**src/hswt_pkg.sv**
```systemverilog
// Shared types and constants for the halfword and signed-byte transfer unit.
package hswt_pkg;

   localparam int unsigned WordWidth = 32;
   localparam int unsigned HalfWidth = 16;
   localparam int unsigned ImmWidth  = 8;

   typedef enum logic [1:0] {
      KIND_STRH  = 2'd0,
      KIND_LDRH  = 2'd1,
      KIND_LDRSH = 2'd2,
      KIND_LDRSB = 2'd3
   } kind_type;

   // Addressing-mode bits of one item.
   typedef struct packed {
      logic pre_index;
      logic add_offset;
      logic immediate_form;
      logic writeback_request;
   } addr_ctrl_type;

   // What the address unit hands back to the top level.
   typedef struct packed {
      logic [WordWidth-1:0] mem_address;
      logic [WordWidth-1:0] updated_base;
      logic                 upper_half;
   } addr_result_type;

endpackage

```
**src/hswt_addr.sv**
```systemverilog
// Offset adder, index selection and access address alignment.
module hswt_addr import hswt_pkg::*; (
   input  kind_type                kind,
   input  addr_ctrl_type           ctrl,
   input  logic [ImmWidth-1:0]     imm_offset,
   input  logic [WordWidth-1:0]    base_value,
   input  logic [WordWidth-1:0]    offset_reg_value,
   output addr_result_type         result
);

   logic [WordWidth-1:0] offset;
   logic [WordWidth-1:0] updated;
   logic [WordWidth-1:0] eff_addr;

   assign offset   = ctrl.immediate_form ? {{(WordWidth-ImmWidth){1'b0}}, imm_offset}
                                         : offset_reg_value;
   assign updated  = ctrl.add_offset ? (base_value + offset) : (base_value - offset);
   assign eff_addr = ctrl.pre_index ? updated : base_value;

   always_comb begin
      result.updated_base = updated;
      result.upper_half   = eff_addr[1];
      unique case (kind)
         KIND_STRH:              result.mem_address = {eff_addr[WordWidth-1:1], 1'b0};
         KIND_LDRH, KIND_LDRSH:  result.mem_address = {eff_addr[WordWidth-1:2], 2'b00};
         KIND_LDRSB:             result.mem_address = eff_addr;
         default:                result.mem_address = eff_addr;
      endcase
   end

endmodule

```
**src/hswt_load.sv**
```systemverilog
// Halfword or byte selection and extension of the memory reply.
module hswt_load import hswt_pkg::*; (
   input  kind_type               kind,
   input  logic                   upper_half,
   input  logic [WordWidth-1:0]   read_data,
   output logic [WordWidth-1:0]   load_value
);

   logic [HalfWidth-1:0] half;

   assign half = upper_half ? read_data[WordWidth-1:HalfWidth] : read_data[HalfWidth-1:0];

   always_comb begin
      unique case (kind)
         KIND_LDRH:
            load_value = {{(WordWidth-HalfWidth){1'b0}}, half};
         KIND_LDRSH:
            load_value = {{(WordWidth-HalfWidth){half[HalfWidth-1]}}, half};
         KIND_LDRSB:
            load_value = {{(WordWidth-8){read_data[7]}}, read_data[7:0]};
         default:
            load_value = '0;
      endcase
   end

endmodule

```
**src/halfword_signed_transfer_unit.sv**
```systemverilog
// Top level of the halfword and signed-byte transfer unit.
//
// An item (one STRH, LDRH, LDRSH or LDRSB transfer with its operands and
// the memory reply) is accepted on a rising edge with start high and busy
// low. busy is always low, so one item can be accepted in every cycle.
// The item is captured in an input register; the offset adder, address
// alignment and load extension sit between that register and the result
// register. The result appears on the rsp_ ports once it reaches the result
// register, for exactly one cycle with rsp_strobe high. Throughput is one
// item per cycle, since busy never rises and each register stage holds one
// item that moves on at every edge.
// The receiver cannot stall; results are simply presented and taken.
// An abort clears the register writes and their data; the address and
// store data keep their values. Reset drops any item in flight and
// clears the strobe.
module halfword_signed_transfer_unit import hswt_pkg::*; (
   input  logic                  clock,
   input  logic                  reset,
   input  logic                  start,
   output logic                  busy,
   input  logic [1:0]            req_type,
   input  logic                  req_pre_index,
   input  logic                  req_add_offset,
   input  logic                  req_immediate_form,
   input  logic                  req_writeback_request,
   input  logic [ImmWidth-1:0]   req_imm_offset,
   input  logic [WordWidth-1:0]  req_base_value,
   input  logic [WordWidth-1:0]  req_offset_reg_value,
   input  logic [WordWidth-1:0]  req_store_value,
   input  logic [WordWidth-1:0]  req_read_data,
   input  logic                  req_abort,
   output logic                  rsp_strobe,
   output logic [WordWidth-1:0]  rsp_mem_address,
   output logic [HalfWidth-1:0]  rsp_store_halfword,
   output logic [WordWidth-1:0]  rsp_load_value,
   output logic                  rsp_dest_write,
   output logic                  rsp_base_write,
   output logic [WordWidth-1:0]  rsp_new_base
);

   // Input register.
   logic                 valid_ff;
   kind_type             kind_ff;
   addr_ctrl_type        ctrl_ff;
   logic [ImmWidth-1:0]  imm_ff;
   logic [WordWidth-1:0] base_ff;
   logic [WordWidth-1:0] roff_ff;
   logic [HalfWidth-1:0] sval_ff;
   logic [WordWidth-1:0] rdata_ff;
   logic                 abort_ff;

   // Result register.
   logic                 strobe_ff;
   logic [WordWidth-1:0] addr_ff, addr_in;
   logic [HalfWidth-1:0] sh_ff, sh_in;
   logic [WordWidth-1:0] lv_ff, lv_in;
   logic                 dw_ff, dw_in;
   logic                 bw_ff, bw_in;
   logic [WordWidth-1:0] nb_ff, nb_in;

   logic                 accept;
   addr_result_type      addr_res;
   logic [WordWidth-1:0] load_ext;
   logic                 is_load;

   assign busy   = 1'b0;
   assign accept = start && !busy;

   always_ff @(posedge clock) begin
      if (reset) begin
         valid_ff  <= 1'b0;
         strobe_ff <= 1'b0;
      end else begin
         valid_ff  <= accept;
         strobe_ff <= valid_ff;
      end
   end

   always_ff @(posedge clock) begin
      if (accept) begin
         kind_ff  <= kind_type'(req_type);
         ctrl_ff  <= '{pre_index:         req_pre_index,
                       add_offset:        req_add_offset,
                       immediate_form:    req_immediate_form,
                       writeback_request: req_writeback_request};
         imm_ff   <= req_imm_offset;
         base_ff  <= req_base_value;
         roff_ff  <= req_offset_reg_value;
         sval_ff  <= req_store_value[HalfWidth-1:0];
         rdata_ff <= req_read_data;
         abort_ff <= req_abort;
      end
   end

   hswt_addr u_addr (
      .kind             (kind_ff),
      .ctrl             (ctrl_ff),
      .imm_offset       (imm_ff),
      .base_value       (base_ff),
      .offset_reg_value (roff_ff),
      .result           (addr_res)
   );

   hswt_load u_load (
      .kind       (kind_ff),
      .upper_half (addr_res.upper_half),
      .read_data  (rdata_ff),
      .load_value (load_ext)
   );

   always_comb begin
      is_load = (kind_ff != KIND_STRH);
      addr_in = addr_res.mem_address;
      sh_in   = is_load ? '0 : sval_ff;
      dw_in   = is_load && !abort_ff;
      lv_in   = dw_in ? load_ext : '0;
      // Unless aborted, post-indexing always writes the base back; pre-indexing only on request.
      bw_in   = !abort_ff && (!ctrl_ff.pre_index || ctrl_ff.writeback_request);
      nb_in   = bw_in ? addr_res.updated_base : '0;
   end

   always_ff @(posedge clock) begin
      if (valid_ff) begin
         addr_ff <= addr_in;
         sh_ff   <= sh_in;
         lv_ff   <= lv_in;
         dw_ff   <= dw_in;
         bw_ff   <= bw_in;
         nb_ff   <= nb_in;
      end
   end

   assign rsp_strobe         = strobe_ff;
   assign rsp_mem_address    = addr_ff;
   assign rsp_store_halfword = sh_ff;
   assign rsp_load_value     = lv_ff;
   assign rsp_dest_write     = dw_ff;
   assign rsp_base_write     = bw_ff;
   assign rsp_new_base       = nb_ff;

   // Every accepted item yields exactly one result, through the input and result registers.
   a_result_follows: assert property (@(posedge clock) disable iff (reset)
      accept |=> ##1 rsp_strobe)
      else $error("accepted item produced no result");

   // A store result always carries a halfword-aligned address.
   a_store_aligned: assert property (@(posedge clock) disable iff (reset)
      (valid_ff && kind_ff == KIND_STRH) |=> (rsp_mem_address[0] == 1'b0))
      else $error("store address not halfword aligned");

   // A load that writes its destination never drives store data.
   a_load_no_store: assert property (@(posedge clock) disable iff (reset)
      (rsp_strobe && rsp_dest_write) |-> (rsp_store_halfword == '0))
      else $error("load result carries store data");

   // An aborted item writes neither register.
   a_abort_no_write: assert property (@(posedge clock) disable iff (reset)
      (valid_ff && abort_ff) |=> (!rsp_dest_write && !rsp_base_write))
      else $error("aborted item wrote a register");

   // Without a base write the new base reads as zero.
   a_no_base_zero: assert property (@(posedge clock) disable iff (reset)
      (rsp_strobe && !rsp_base_write) |-> (rsp_new_base == '0))
      else $error("new base nonzero without base write");

endmodule

```
**config.mk**
```make
export PLATFORM = sky130hd
export DESIGN_NAME = halfword_signed_transfer_unit
export DESIGN_NICKNAME = d
export VERILOG_FILES = /design/src/hswt_pkg.sv /design/src/hswt_addr.sv /design/src/hswt_load.sv /design/src/halfword_signed_transfer_unit.sv
export SDC_FILE = /design/constraint.sdc
export NUM_CORES = 1
export LEC_CHECK = 0
export BUFFER_PORTS_ARGS = -buffer_cell sky130_fd_sc_hd__buf_2
export CAP_MARGIN = 10
export CORE_MARGIN = 4
export CORE_UTILIZATION = 59
export CTS_CLUSTER_DIAMETER = 150
export DETAILED_ROUTE_END_ITERATION = 6
export PLACE_DENSITY = 0.86
export SYNTH_ARGS = -nofsm -noshare
export SYNTH_HDL_FRONTEND = slang
export SYNTH_HIERARCHICAL = 1
export SYNTH_SLANG_ARGS = --single-unit
```
**constraint.sdc**
```tcl
create_clock -name clock -period 14.4 [get_ports clock]
set_clock_uncertainty 0.05 [all_clocks]
set_input_delay 1.44 -clock clock [delete_from_list [all_inputs] [get_ports clock]]
set_output_delay 1.44 -clock clock [all_outputs]
set_load 0.02 [all_outputs]
```
==> results.json <==
{
  "status": "finished clean",
  "grt_usage_pct": 23.4,
  "finalCriticalPeriod_ns": 5.86,
  "postCtsSetupRepairBufs": 0,
  "crit_arrival_ns": 6.07,
  "wl_per_cell_um": 19.0,
  "clock_tree.buffer_depth": 3,
  "setup_violations": 0,
  "start_util_pct": 60.5,
  "ys_seq_area_share_pct": 61.2,
  "ctsResizeCount": 0,
  "fill_cells": 1391,
  "globalRouteOverflowTotal": 0,
  "num_vias": 8257,
  "crit_path_start_kind": "register",
  "die_x_um": 150,
  "tightest_slew_ns": 1.00,
  "syn_area_per_cell_um2": 12.8,
  "yosysUniqueCellTypes": 69,
  "finalNonFillerCells": 1430,
  "clkSinkCount": 243,
  "drive_gt1_share_pct": 27.8,
  "path_delay_family": "compound AO/OA/AOI/OAI gates",
  "required_ns": 14.61,
  "comb_power_share_pct": 23.7,
  "grt_pass1_vias": 8052,
  "switching_power_w": 0.000562,
  "synth-adder-area-share_pct": 4.27,
  "cts_tree": "yes",
  "synthArstFlopShare_pct": 0,
  "worst-path-max-fanout": 28,
  "grt_max_degree": 79,
  "place_congestion": 0.987,
  "regToRegSetupSlack_ns": 8.54,
  "dr.pass1.iters": 5,
  "multi_input_area_mm2": 0.00420,
  "num_io_pins": 262,
  "dp_cells": 1387,
  "timing.rr.start": "ctrl_ff[1]$_DFFE_PP_",
  "powerDensity_mw_per_mm2": 142,
  "drc": 0,
  "nets": 1335,
  "fin_util_pct": 70.8,
  "reg2reg_depth": 14,
  "synth_top_family_by_area": "simple AND/OR/NAND/NOR gates",
  "fmaxAchievable_ghz": 0.171,
  "ys_ff_latch": 243,
  "insertion_delay_ns": 0.53,
  "h-tree-depth": 1,
  "holdPathStages": 1,
  "cts_hold_buf": 0,
  "holdPathEnd": "rsp_store_halfword[3]$_SDFFCE_PP0P_",
  "end_kind": "register",
  "io_buffers": 244,
  "cap_violations": 0,
  "slew_headroom_pct": 33.2,
  "grt_setup_unrepaired": "false",
  "swShare_pct": 28.5,
  "yosys.area_share.simple_pct": 13.4,
  "path_common_cell": "nor2_1",
  "syn-num-nets": 1116,
  "cp_cell_sequence": "or3b_1, a222oi_1, and3_1, nor2_1, nor2_1, a221oi_1, ha_1, nand4_1, a211oi_1, o211ai_1, a2111oi_0, o21ai_0, and2_1, nor3b_1",
  "area_growth_pct": 17.0,
  "synth_ff_type": "edfxtp_1",
  "critical_path_buf_inv_count": 0,
  "crit_type": "register to register",
  "path_clk_slew_ns": 0.06,
  "drv_slew": 0,
  "hold_path_class": "register to register",
  "slowest_delay_ns": 1.00,
  "floorplan.rows": 51,
  "min_from": "sval_ff[3]$_DFFE_PP_",
  "finalCritPeriodShare_pct": 40.7,
  "r2r_end": "rsp_new_base[27]$_SDFFCE_PN0P_",
  "tns_ns": 0,
  "ir_drop_mv": 0.110,
  "core_region_area_mm2": 0.0197,
  "internal_power_w": 0.00141,
  "cp_slowest_cell": "edfxtp_1",
  "synth_xor_xnor_area_share_pct": 3.38,
  "vias_per_cell": 5.77,
  "detail_route.wirelength_mm": 27.1,
  "die_h_um": 150,
  "synthMuxAreaShare_pct": 3.55,
  "finalHoldViolCount": 0,
  "hpwl_mm": 19.2,
  "die_area_mm2": 0.0225,
  "power_frac_clock_pct": 30.9,
  "grt_pass1_wl_mm": 41.5,
  "regArea_mm2": 0.00728,
  "ant_nets": 0,
  "synth_edf_count": 241,
  "synth_cells": 930,
  "total_power_w": 0.00197,
  "ys.warnings.count": 6,
  "synth-compound-area-share_pct": 10.7,
  "netlist_area_mm2": 0.0119,
  "cts_buffers": 25,
  "antenna_found_initial": 3,
  "drt_iter0_drc": 603,
  "hold_ws_ns": 0.465,
  "sequentialPowerShare_pct": 45.4,
  "p_leak_nw": 5.38,
  "root_buffer": "clkbuf_16"
}
worst reg2reg max path, cell delays in order, from the launching register on:
cell       delay (ns)
edfxtp_1         1.00
or3b_1           0.45
a222oi_1         0.76
and3_1           0.40
nor2_1           0.13
nor2_1           0.31
a221oi_1         0.12
ha_1             0.45
nand4_1          0.18
a211oi_1         0.41
o211ai_1         0.24
a2111oi_0        0.60
o21ai_0          0.21
and2_1           0.18
nor3b_1          0.13
per-layer routing:
metal	wire (µm)	share of wire, %	global-route usage (%)
met2	13600	50	40.3
met1	10200	38	29.1
met4	895	3.3	7.96
met5	13	0.048	0
met3	2420	8.9	5.81
how the worst max path moves through the flow:
stage / startpoint / to / slack [ns] / cells past startpoint
floorplan: ctrl_ff[1]$_DFFE_PP_ / rsp_mem_address[29]$_DFFE_PP_ / 9.45 / 21
global placement: ctrl_ff[1]$_DFFE_PP_ / rsp_new_base[27]$_SDFFCE_PN0P_ / 8.72 / 14
detailed placement: ctrl_ff[1]$_DFFE_PP_ / rsp_new_base[28]$_SDFFCE_PN0P_ / 8.66 / 17
CTS: ctrl_ff[1]$_DFFE_PP_ / rsp_new_base[28]$_SDFFCE_PN0P_ / 8.64 / 17
global route: ctrl_ff[1]$_DFFE_PP_ / rsp_new_base[27]$_SDFFCE_PN0P_ / 8.16 / 14
finish: ctrl_ff[1]$_DFFE_PP_ / rsp_new_base[27]$_SDFFCE_PN0P_ / 8.54 / 14
layout by cell type (no fill, tap or decap), types with 12 or more instances in the layout:
master | synthesis | layout
nand2_1 | 54 | 54
o22ai_1 | 12 | 12
a21o_1 | 14 | 14
buf_2 | 5 | 243
nor3b_1 | 33 | 33
mux2i_1 | 13 | 13
nor3_1 | 12 | 12
inv_1 | 19 | 19
nand2b_1 | 17 | 17
mux2_2 | 26 | 26
a21oi_1 | 62 | 62
ha_1 | 39 | 39
xnor2_1 | 29 | 29
edfxtp_1 | 241 | 241
o21ai_0 | 32 | 32
nor2_1 | 58 | 58
and2_1 | 55 | 55
xor2_1 | 15 | 15
clkbuf_16 | 0 | 25
synth_stat cells (10+ instances only):
cell	instances	share of area [%]
inv_1	19	0.60
nand3_1	11	0.46
and2_1	55	2.9
xor2_1	15	1.1
a31oi_1	11	0.58
nand2_1	54	1.7
o21ai_0	32	1.3
nor3_1	12	0.50
nor2b_1	10	0.53
mux2i_1	13	1.1
a21o_1	14	0.88
nor3b_1	33	2.1
nand2b_1	17	0.89
clkbuf_1	25	0.79
nor2_1	58	1.8
mux2_2	26	2.5
a21oi_1	62	2.6
ha_1	39	4.1
xnor2_1	29	2.1
o22ai_1	12	0.63
edfxtp_1	241	61
buf_4	16	1.0
cell type report:
type,count,share of cell area [%]
inverter,19,0.513
clock inverter,12,0.854
timing repair buffer,250,9.12
multi-input combinational,610,30.2
tap,265,2.38
sequential,243,52.3
clock buffer,29,4.60
antenna,2,0.0360
per-stage QoR:
stage | cell area (µm²) | setup slack [ns]
4_1_cts | 13900 | 8.64
3_3_place_gp | 13200 | 8.72
2_1_floorplan | 11900 | 9.45
3_5_place_dp | 13200 | 8.66
5_1_grt | 13900 | 8.16
6_report | 13900 | 8.54
power by group through the flow:
stage | sequential, W | combinational, W | clock (W)
floorplan | 0.000947 | 0.000299 | 0
global placement | 0.000906 | 0.000444 | 0
detailed placement | 0.000909 | 0.000459 | 0
CTS | 0.000895 | 0.000464 | 0.000621
global route | 0.000902 | 0.000510 | 0.000652
finish | 0.000895 | 0.000468 | 0.000608
sequential cells by signal (all words and copies together) (netlist names):
name,flops
base_ff,32
rdata_ff,32
roff_ff,32
rsp_load_value,32
rsp_mem_address,32
rsp_new_base,32
rsp_store_halfword,16
sval_ff,16
imm_ff,8
ctrl_ff,4
kind_ff,2
abort_ff,1
rsp_base_write,1
rsp_dest_write,1
rsp_strobe,1
valid_ff,1
logic make-up (layout without fill, tap and decap cells):
logic type | Yosys count | in the layout
AOI/OAI and AO/OA | 192 | 192
xor gates and xnor gates | 45 | 45
adders and majority gates | 40 | 40
buffers and inverters | 77 | 310
DFF | 243 | 243
muxes | 39 | 39
other | 1 | 3
and+or+nand+nor | 293 | 293
Power figures use the tool's default switching activity.
